==> config.mk <==
export PLATFORM = sky130hd
export DESIGN_NAME = voice_rx_dle_deframer_top
export DESIGN_NICKNAME = d
export VERILOG_FILES = /design/src/rtl/core/vrd_pkg.sv /design/src/rtl/core/vrd_front.sv /design/src/rtl/core/vrd_queue.sv /design/src/rtl/core/vrd_back.sv /design/src/rtl/core/voice_rx_dle_deframer_top.sv
export SDC_FILE = /design/constraint.sdc
export NUM_CORES = 1
export LEC_CHECK = 0
export BUFFER_PORTS_ARGS = -buffer_cell sky130_fd_sc_hd__buf_2
export CAP_MARGIN = 10
export CORE_ASPECT_RATIO = 1.5
export CORE_MARGIN = 2
export CORE_UTILIZATION = 48
export CTS_CLUSTER_SIZE = 30
export DETAILED_ROUTE_END_ITERATION = 16
export PLACE_DENSITY = 0.69
export SYNTH_ARGS = -nofsm -noshare
export SYNTH_HDL_FRONTEND = slang
export SYNTH_SLANG_ARGS = --single-unit
==> constraint.sdc <==
create_clock -name clk -period 5.5 [get_ports clk]
set_clock_uncertainty 0.1 [all_clocks]
set_input_delay 0.825 -clock clk [delete_from_list [all_inputs] [get_ports clk]]
set_output_delay 0.825 -clock clk [all_outputs]
set_load 0.03 [all_outputs]
==> src/rtl/core/vrd_pkg.sv <==
// shared types, codes and escape-code classification for the dle deframer
package vrd_pkg;

	localparam logic [7:0] CODE_DLE = 8'h10;
	localparam logic [7:0] CODE_SUB = 8'h1A;
	localparam logic [7:0] CODE_ETX = 8'h03;

	localparam int VRD_QUEUE_DEPTH = 4;

	typedef enum logic [1:0] {
		KIND_DATA    = 2'd0,
		KIND_EVENT   = 2'd1,
		KIND_END     = 2'd2,
		KIND_UNKNOWN = 2'd3
	} kind_t;

	typedef enum logic [1:0] {
		CLS_EVENT,
		CLS_INFO,
		CLS_UNKNOWN
	} esc_class_t;

	typedef enum logic [4:0] {
		EV_BONG        = 5'd0,
		EV_DTMF        = 5'd1,
		EV_BUSY        = 5'd2,
		EV_FAX_CALL    = 5'd3,
		EV_DIAL_TONE   = 5'd4,
		EV_DATA_CALL   = 5'd5,
		EV_ON_HOOK     = 5'd6,
		EV_OFF_HOOK    = 5'd7,
		EV_LOOP_BREAK  = 5'd8,
		EV_SIT_TONE    = 5'd9,
		EV_LOOP_POL    = 5'd10,
		EV_SILENCE     = 5'd11,
		EV_RINGBACK    = 5'd12,
		EV_RING        = 5'd13,
		EV_NO_VOICE    = 5'd14,
		EV_VOICE       = 5'd15,
		EV_CALL_WAIT   = 5'd16
	} event_t;

	typedef struct packed {
		esc_class_t cls;
		event_t     ev;
	} esc_info_t;

	// one queued request for the back end; dbl means emit two data DLEs
	typedef struct packed {
		kind_t      kind;
		logic [7:0] payload;
		logic [4:0] ev;
		logic       dbl;
	} cmd_t;

	function automatic esc_info_t classify(input logic [7:0] c);
		esc_info_t r;
		r.cls = CLS_EVENT;
		r.ev  = EV_BONG;
		if ((c >= "0" && c <= "9") || c == "*" || c == "#") begin
			r.ev = EV_DTMF;
		end else begin
			case (c)
				"$": r.ev = EV_BONG;
				"b": r.ev = EV_BUSY;
				"c": r.ev = EV_FAX_CALL;
				"d": r.ev = EV_DIAL_TONE;
				"e": r.ev = EV_DATA_CALL;
				"h": r.ev = EV_ON_HOOK;
				"t": r.ev = EV_OFF_HOOK;
				"I": r.ev = EV_LOOP_BREAK;
				"J": r.ev = EV_SIT_TONE;
				"L": r.ev = EV_LOOP_POL;
				"q": r.ev = EV_SILENCE;
				"r": r.ev = EV_RINGBACK;
				"R": r.ev = EV_RING;
				"s": r.ev = EV_NO_VOICE;
				"v", "V": r.ev = EV_VOICE;
				"w": r.ev = EV_CALL_WAIT;
				"/", "~", "E", "o", "Q", "S", "T", "u", "Y": r.cls = CLS_INFO;
				default: r.cls = CLS_UNKNOWN;
			endcase
		end
		return r;
	endfunction

endpackage

==> src/rtl/core/vrd_front.sv <==
// front end: takes input requests, tracks escape state and builds back-end requests
module vrd_front import vrd_pkg::*; (
	input  logic       clk,
	input  logic       arst_n,
	input  logic       accept,
	input  logic       action,
	input  logic [7:0] rx_byte,
	output logic       push,
	output cmd_t       push_cmd
);

	logic      after_escape_q;
	logic      finished_q;
	logic      esc_n;
	logic      fin_n;
	logic      produce;
	esc_info_t info;

	assign info = classify(rx_byte);

	always_comb begin
		esc_n            = after_escape_q;
		fin_n            = finished_q;
		produce          = 1'b0;
		push_cmd.kind    = KIND_DATA;
		push_cmd.payload = rx_byte;
		push_cmd.ev      = 5'd0;
		push_cmd.dbl     = 1'b0;
		if (action) begin
			esc_n = 1'b0;
			fin_n = 1'b0;
		end else if (!finished_q) begin
			if (!after_escape_q) begin
				if (rx_byte == CODE_DLE) begin
					esc_n = 1'b1;
				end else begin
					produce = 1'b1;
				end
			end else begin
				esc_n = 1'b0;
				if (rx_byte == CODE_DLE) begin
					produce = 1'b1;
				end else if (rx_byte == CODE_SUB) begin
					produce          = 1'b1;
					push_cmd.payload = CODE_DLE;
					push_cmd.dbl     = 1'b1;
				end else if (rx_byte == CODE_ETX) begin
					fin_n            = 1'b1;
					produce          = 1'b1;
					push_cmd.kind    = KIND_END;
					push_cmd.payload = 8'd0;
				end else if (info.cls == CLS_UNKNOWN) begin
					produce       = 1'b1;
					push_cmd.kind = KIND_UNKNOWN;
				end else if (info.cls == CLS_EVENT) begin
					produce       = 1'b1;
					push_cmd.kind = KIND_EVENT;
					push_cmd.ev   = info.ev;
					// only dtmf carries its character
					if (info.ev != EV_DTMF) begin
						push_cmd.payload = 8'd0;
					end
				end
			end
		end
	end

	assign push = accept && produce;

	always_ff @(posedge clk or negedge arst_n) begin
		if (!arst_n) begin
			after_escape_q <= 1'b0;
			finished_q     <= 1'b0;
		end else if (accept) begin
			after_escape_q <= esc_n;
			finished_q     <= fin_n;
		end
	end

endmodule

==> src/rtl/core/vrd_queue.sv <==
// small fifo of back-end requests between front and back end
module vrd_queue import vrd_pkg::*; #(
	parameter int Depth = VRD_QUEUE_DEPTH
) (
	input  logic clk,
	input  logic arst_n,
	input  logic push,
	input  cmd_t push_cmd,
	input  logic pop,
	output logic full,
	output logic not_empty,
	output cmd_t head
);

	localparam int AW = (Depth > 1) ? $clog2(Depth) : 1;
	localparam int CW = $clog2(Depth + 1);
	localparam logic [AW-1:0] LAST_PTR = AW'(Depth - 1);
	localparam logic [CW-1:0] FULL_CNT = CW'(Depth);

	cmd_t          mem_q [Depth];
	logic [AW-1:0] wr_ptr_q;
	logic [AW-1:0] rd_ptr_q;
	logic [CW-1:0] count_q;

	assign full      = (count_q == FULL_CNT);
	assign not_empty = (count_q != '0);
	assign head      = mem_q[rd_ptr_q];

	always_ff @(posedge clk) begin
		if (push) begin
			mem_q[wr_ptr_q] <= push_cmd;
		end
	end

	always_ff @(posedge clk or negedge arst_n) begin
		if (!arst_n) begin
			wr_ptr_q <= '0;
			rd_ptr_q <= '0;
			count_q  <= '0;
		end else begin
			if (push) begin
				wr_ptr_q <= (wr_ptr_q == LAST_PTR) ? '0 : wr_ptr_q + AW'(1);
			end
			if (pop) begin
				rd_ptr_q <= (rd_ptr_q == LAST_PTR) ? '0 : rd_ptr_q + AW'(1);
			end
			if (push && !pop) begin
				count_q <= count_q + CW'(1);
			end else if (pop && !push) begin
				count_q <= count_q - CW'(1);
			end
		end
	end

endmodule

==> src/rtl/core/vrd_back.sv <==
// back end: turns queued requests into results in the output register
module vrd_back import vrd_pkg::*; (
	input  logic       clk,
	input  logic       arst_n,
	input  logic       q_not_empty,
	input  cmd_t       q_head,
	output logic       pop,
	output logic       out_valid,
	input  logic       out_stall,
	output logic [1:0] kind,
	output logic [7:0] payload_byte,
	output logic [4:0] event_code,
	output logic       last
);

	logic       valid_q;
	logic       second_q;
	logic       take;
	kind_t      kind_q;
	logic [7:0] payload_q;
	logic [4:0] event_q;
	logic       last_q;

	// output register is free when empty or being taken this cycle
	assign take = !valid_q || !out_stall;
	assign pop  = take && !second_q && q_not_empty;

	always_ff @(posedge clk or negedge arst_n) begin
		if (!arst_n) begin
			valid_q  <= 1'b0;
			second_q <= 1'b0;
		end else if (take) begin
			if (second_q) begin
				valid_q  <= 1'b1;
				second_q <= 1'b0;
			end else begin
				valid_q  <= q_not_empty;
				second_q <= q_not_empty && q_head.dbl;
			end
		end
	end

	always_ff @(posedge clk) begin
		if (take) begin
			if (second_q) begin
				kind_q    <= KIND_DATA;
				payload_q <= CODE_DLE;
				event_q   <= 5'd0;
				last_q    <= 1'b1;
			end else if (q_not_empty) begin
				kind_q    <= q_head.kind;
				payload_q <= q_head.payload;
				event_q   <= q_head.ev;
				last_q    <= !q_head.dbl;
			end
		end
	end

	assign out_valid    = valid_q;
	assign kind         = kind_q;
	assign payload_byte = payload_q;
	assign event_code   = event_q;
	assign last         = last_q;

endmodule

==> src/rtl/core/voice_rx_dle_deframer_top.sv <==
// top level of the voice receive dle deframer
// Removes DLE escaping from a received voice-modem byte stream. One input request is
// taken per cycle while in_stall is low; its results go from the front end into the
// request queue, then the output register. Every request gives at most one result,
// except DLE SUB, whose two data DLEs the back end emits one after the other; the
// queue of QueueDepth requests between front and back end absorbs these, and
// in_stall rises only when that queue is full. A start request clears the escape
// and end-of-recording flags and gives no result.
module voice_rx_dle_deframer_top import vrd_pkg::*; #(
	parameter int QueueDepth = VRD_QUEUE_DEPTH
) (
	input  logic       clk,
	input  logic       arst_n,
	input  logic       in_valid,
	output logic       in_stall,
	input  logic       action,
	input  logic [7:0] rx_byte,
	output logic       out_valid,
	input  logic       out_stall,
	output logic [1:0] kind,
	output logic [7:0] payload_byte,
	output logic [4:0] event_code,
	output logic       last
);

	logic accept;
	logic push;
	logic pop;
	logic full;
	logic q_not_empty;
	cmd_t push_cmd;
	cmd_t q_head;

	assign in_stall = full;
	assign accept   = in_valid && !in_stall;

	vrd_front u_front (
		.clk      (clk),
		.arst_n   (arst_n),
		.accept   (accept),
		.action   (action),
		.rx_byte  (rx_byte),
		.push     (push),
		.push_cmd (push_cmd)
	);

	vrd_queue #(
		.Depth (QueueDepth)
	) u_queue (
		.clk       (clk),
		.arst_n    (arst_n),
		.push      (push),
		.push_cmd  (push_cmd),
		.pop       (pop),
		.full      (full),
		.not_empty (q_not_empty),
		.head      (q_head)
	);

	vrd_back u_back (
		.clk          (clk),
		.arst_n       (arst_n),
		.q_not_empty  (q_not_empty),
		.q_head       (q_head),
		.pop          (pop),
		.out_valid    (out_valid),
		.out_stall    (out_stall),
		.kind         (kind),
		.payload_byte (payload_byte),
		.event_code   (event_code),
		.last         (last)
	);

endmodule

Word level (Yosys, flattened, before mapping):

Memories as Yosys holds them, arrays and structs flattened.
Cells that the tools add are included.

* register bits after elaboration: 27
* bits in writable memories: 64
* bits of input ports: 13
* output and inout bits: 18
* memories kept: 1

Memory list
* u_queue.mem_q: words 4, width 16, rd ports 1, clocked after memory_dff 0, write ports 1, RTL line vrd_queue.sv:20 `cmd_t mem_q [Depth];`

* add/subtract/negate cells: 4
* order comparisons: 2
* eq/ne operators: 37
* muxes and demuxes: 49
* reductions and logical operators: 27

Operator list (number)
* == test 8 x 7 -> 1 bit, second input constant: 24
* case mux 5 bit (15 select lines): 1
* 2-to-1 mux 16 bit: 4
* == test 8 x 6 -> 1 bit, second input constant: 4
* 2-to-1 mux 1 bit: 25
* 2-to-1 mux 8 bit: 3
* 2-to-1 mux 5 bit: 4
* OR reduction 17 bit: 1
* == test 8 x 5 -> 1 bit, second input constant: 2
* 2-to-1 mux 14 bit: 1
* 2-to-1 mux 13 bit: 1
* 2-to-1 mux 2 bit: 6
* 2-to-1 mux 10 bit: 1
* OR reduction 9 bit: 1
* == test 8 x 2 -> 1 bit, second input constant: 1
* >= comparator 8 x 6 -> 1 bit, second input constant: 1
* <= comparator 8 x 6 -> 1 bit, second input constant: 1
* logical AND 1 bit: 8
* logical NOT 1 bit: 7
* == test 2 bit, second input constant: 3
* 2-to-1 mux 3 bit: 2
* inequality test 5 x 1 -> 1 bit, second input constant: 1
* adder 2 x 1 -> 2 bit, second input constant: 2
* case mux 2 bit (2 select lines): 1
* 10 further kinds: 14

Longest topological paths before layout:

* depth in word-level cells: 19
* mapped depth: 14
* gate-level depth less buffers: 12

Hierarchy:

A second synthesis with hierarchy kept.

* cells, all modules: 305
* area total of the unflattened synthesis: 4525.6 um^2

By module, submodules not included
* vrd_queue: times used 1, cells each 121, area each 2766.4 um^2, seq. area each 2097.0 um^2
* vrd_front: times used 1, cells each 139, area each 1042.2 um^2, seq. area each 50.0 um^2
* vrd_back: times used 1, cells each 44, area each 703.2 um^2, seq. area each 530.5 um^2
* voice_rx_dle_deframer_top: times used 1, cells each 1, area each 13.8 um^2, seq. area each 0.0 um^2

Worst setup path after synthesis:

Ideal clock, no wire load.

* kind: in2reg
* from: input port rx_byte[7]
* to: register u_queue.count_q[1]
* data arrival time: 2915 ps
* slack: 2360 ps
* cell stages on the path: 11
* path buffers: 1
* cell sequence: buf_2 > nor4_2 > nand2b_1 > nor4_1 > nand3b_1 > a31o_2 > inv_1 > ha_1 > inv_1 > fa_1 > mux2_2

* longest elaborated chain between the ends: 18

RTL lines
* start, declared: RTL line voice_rx_dle_deframer_top.sv:17 `input logic [7:0] rx_byte,`
* >= comparator 8 x 6 -> 1 bit / <= comparator 8 x 6 -> 1 bit (equally long branches): RTL line vrd_pkg.sv:60 `if ((c >= "0" && c <= "9") || c == "*" || c == "#") begin`
* logical AND 1 bit: RTL line vrd_pkg.sv:60
* logical OR 1 bit (2 in a row): RTL line vrd_pkg.sv:60
* 2-to-1 mux 2 bit: RTL line vrd_pkg.sv:60
* logical NOT 2 bit: RTL line vrd_front.sv:55 `end else if (info.cls == CLS_EVENT) begin`
* 2-to-1 mux 1 bit: RTL line vrd_front.sv:55
* 2-to-1 mux 1 bit: RTL line vrd_front.sv:52 `end else if (info.cls == CLS_UNKNOWN) begin`
* 2-to-1 mux 1 bit: RTL line vrd_front.sv:47 `end else if (rx_byte == CODE_ETX) begin`
* [... 2 more ...]
* 2-to-1 mux 1 bit *: RTL line vrd_front.sv:33 `if (!after_escape_q) begin`
* 2-to-1 mux 1 bit *: RTL line vrd_front.sv:32 `end else if (!finished_q) begin`
* 2-to-1 mux 1 bit *: RTL line vrd_front.sv:29 `if (action) begin`
* logical AND 1 bit *: RTL line vrd_front.sv:68 `assign push = accept && produce;`
* via push: RTL line voice_rx_dle_deframer_top.sv:27 `logic push;`
* logical NOT 1 bit: RTL line vrd_queue.sv:49 `end else if (pop && !push) begin`
* logical AND 1 bit: RTL line vrd_queue.sv:49
* nonzero test 2 bit (no line)
* end signal, assigned: RTL line vrd_queue.sv:48 `count_q <= count_q + CW'(1);`
* end signal, assigned: RTL line vrd_queue.sv:50 `count_q <= count_q - CW'(1);`
* end, declared: RTL line vrd_queue.sv:23 `logic [CW-1:0] count_q;`

The timed path passes the listed nets; every way through them passes the cells marked *.
A chain may end at the register's enable or synchronous reset.

Worst setup path after layout:

* from: input port rx_byte[1]
* to: register u_queue.count_q[2]

The elaborated chain is that of the path after synthesis.

==> results.toml <==
[global_route]
grt_max_degree = 28
grt.busiest_layer = "met2"
grt_pass1_wl_um = 12600
grtUsageMet3_pct = 3.46
use_met1_pct = 21.0
grtUsageMet2_pct = 29.9
antenna_found_initial = 0
track_usage_pct = 17.3
grt_pass1_vias = 2505
grt.overflow.total = 0

[flow_run]
maxCapViolCount = 0

[timing]
setup_violations = 0
fin_hold_ws_ns = 0.265
fin_crit_sh_pct = 57.9
finalSetupTns_ns = 0
worstMarginPinSlew_ns = 1.10
slew_viol_final = 0
min_period_ns = 3.19
slew_headroom_pct = 26.7
rsz0062_at_grt = "no"
setup_ws_ns = 2.31
hold_violations = 0
max_freq_mhz = 314

[setup_path]
crit_fanout = 27
crit_family = "compound AO/OA/AOI/OAI gates"
crit_type = "input pin to register"
cp.required_ns = 5.65
worst_path_max_delay_cell = "fa_1"
path_cells = "buf_2 > nand4bb_1 > o21ai_1 > o31ai_2 > nand3_1 > a31o_2 > inv_1 > ha_1 > inv_1 > fa_1 > xor2_1 > nor2_1 > xor2_1"
crit_path_start_kind = "input pin"
critPathBufInv = 3
max_stage_delay_ns = 0.44
cp-end-kind = "register"
crit_arrival_ns = 3.34

[clock_tree]
tritoncts = "done"
clkSlewWorstSetupHoldPaths_ns = 0.06
cts.path.max_buffers = 2
cts.sinks = 91
clk_latency_ns = 0.33
clockRootBuffer = "clkbuf_16"
cts_made_buffers = 9
post_cts.resized_instances = 0
cts_setup_buffers = 0
cts_hold_buf = 0
htreeDepth = 3

[cells_and_area]
num_antenna_cells = 0
drive_above_1_share_pct = 24.0
nets = 345
syn_to_final_growth_pct = 12.0
final_util_pct = 55.0

[power]
p_leak_uw = 0.00168
powerDensity_mw_per_mm2 = 468
ir_worst_vdd_uv = 276

[routing]
viasPerCell = 5.71
ant_nets = 0
drtIter0Drc = 139
post-route-drc-count = 0
totalWireLength_um = 7500
drt_pass1_iterations = 5
wl_per_cell_um = 17.1
route.vias.total = 2507

[yosys]
syn-num-nets = 320
synth-edff-count = 80
synth_xor_area_share_pct = 0.812
async_reset_ff_share_pct = 12.1
synth_compound_area_share_pct = 5.69
synthSimpleGateAreaFrac_pct = 16.2
yosys_warnings = 0
synth_top_family_by_area = "simple AND/OR/NAND/NOR gates"
yosys_register_bits = 91
yosysSeqAreaShare_pct = 62.1
ys.flop_type = "edfxtp_1"
yosys.area_share.adder_pct = 2.20
synthMuxAreaShare_pct = 9.40
syn_area_mm2 = 0.00431
synth_area_leaders = "edfxtp_1, mux4_2, dfrtp_1, nor2b_1, ha_1"
synth.avg_cell_area_um2 = 14.4
syn_inst = 300
synth_top_area_share_pct = 55.7
ys_types = 59
synth_top_area_cell = "edfxtp_1"

[floorplanning]
die_h_um = 120
core_area_mm2 = 0.00878
dieWidth_um = 81.4
rows = 42
start_util_pct = 49.1
die-area_mm2 = 0.00978
pin_count = 31

[run_status]
outcome = "complete, no violations"

[placement]
numPortBuffers = 30
gp_congestion = 0.888
pre_cts_slack_ns = 1.96
hpwlAfterDp_um = 5110

[hold_path]
hold_path_class = "input pin to asynchronous set/reset pin"
-- state kept, by name, indices dropped and copies added (netlist names) --
register                cells
u_queue.count_q             3
u_back.second_q             1
u_queue.mem_q              64
u_queue.rd_ptr_q            2
u_back.out_valid            1
u_back.event_code           5
u_back.kind                 2
u_front.after_escape_q      1
u_front.finished_q          1
u_queue.wr_ptr_q            2
u_back.last                 1
u_back.payload_byte         8
-- per-layer routing --
metal | wire length [µm] | up-vias
li1 | - | 1184
met2 | 4110 | 55
met5 | 0 | -
met3 | 194 | 8
met4 | 97 | 0
met1 | 3100 | 1260
-- worst register-to-register path: cells and delay by family (launching register included) --
family	cells	cell delay [ns]
AO/OA/AOI/OAI	1	0.28
flip-flops	1	0.41
adder cells (fa/ha/maj)	2	0.62
buffers and inverters	2	0.14
AND/OR/NAND/NOR	4	0.69
XOR/XNOR	2	0.32
-- cell usage in the layout, fill, tap and decap left out, types with 6 or more instances in the layout --
master / netlist / final
o21ai_0: 7 / 7
inv_1: 11 / 11
clkbuf_16: 0 / 9
nor2b_1: 25 / 25
a21oi_1: 11 / 11
dfrtp_1: 11 / 11
nand3_1: 6 / 6
nand2_1: 10 / 10
nor3_1: 8 / 8
buf_2: 8 / 30
nor2_1: 15 / 15
ha_1: 6 / 6
mux4_2: 16 / 16
edfxtp_1: 80 / 80
nor3b_1: 8 / 8
nand2b_1: 10 / 10
-- cells by family (layout without fill, tap and decap cells) --
group                    after synthesis  after routing
AO/OA/AOI/OAI                         36             36
multiplexers                          20             20
XOR/XNOR                               4              4
flip-flops                            91             91
adder cells (fa/ha/maj)                7              7
buffers and inverters                 32             61
AND/OR/NAND/NOR                      110            110
-- through the flow --
| step | total power [µW] | area [µm²] | cells |
|---|---|---|---|
| detailed placement | 1670 | 4520 | 424 |
| CTS | 2290 | 4830 | 439 |
| global placement | 1650 | 4520 | 424 |
| finish | 2260 | 4830 | 439 |
| global route | 2390 | 4830 | 439 |
| floorplan | 1510 | 4310 | 300 |
-- Yosys cell counts (2+ instances only) --
cell      number
nand2b_1      10
a31oi_1        2
o21bai_1       2
nor4b_1        3
xor2_1         3
edfxtp_1      80
buf_6          2
nor3b_1        8
clkbuf_1       7
nor3_1         8
nand3_1        6
o21ai_0        7
and3b_1        2
mux2_2         2
nor2_1        15
nor2b_1       25
nand4b_1       2
dfrtp_1       11
mux4_2        16
buf_2          8
buf_4          3
ha_1           6
nand2_1       10
a21oi_1       11
inv_1         11
mux2_1         2
nor4_1         4
nand3b_1       3
-- area by class of cell --
class / count / area [µm²]
clock buffer: 9 / 225
clock inverter: 6 / 81.3
fill: 707 / 3950
inverter: 11 / 41.3
multi-input combinational: 177 / 1480
sequential: 91 / 2680
tap: 110 / 138
timing repair buffer: 35 / 188
-- report_power, final --
| group | total, µW | internal [µW] | switching (µW) |
|---|---|---|---|
| Clock | 621 | 392 | 229 |
| Combinational | 584 | 271 | 314 |
| Sequential | 1060 | 927 | 128 |
| Total | 2260 | 1590 | 671 |
-- final timing paths --
path | to | slack [ns] | cells past startpoint | from
worst max-delay path | u_queue.count_q[2] | 2.31 | 13 | rx_byte[1]
max in group asynchronous | u_queue.wr_ptr_q[0] | 4.82 | 1 | arst_n
min in group clk | u_queue.count_q[2] | 0.43 | 1 | u_queue.count_q[2]
worst max register to register | u_queue.count_q[2] | 2.85 | 11 | u_queue.count_q[2]
worst min register to register | u_queue.count_q[2] | 0.43 | 1 | u_queue.count_q[2]
worst min-delay path | u_back.out_valid | 0.27 | 1 | arst_n
(Power assumes the default switching activity.)
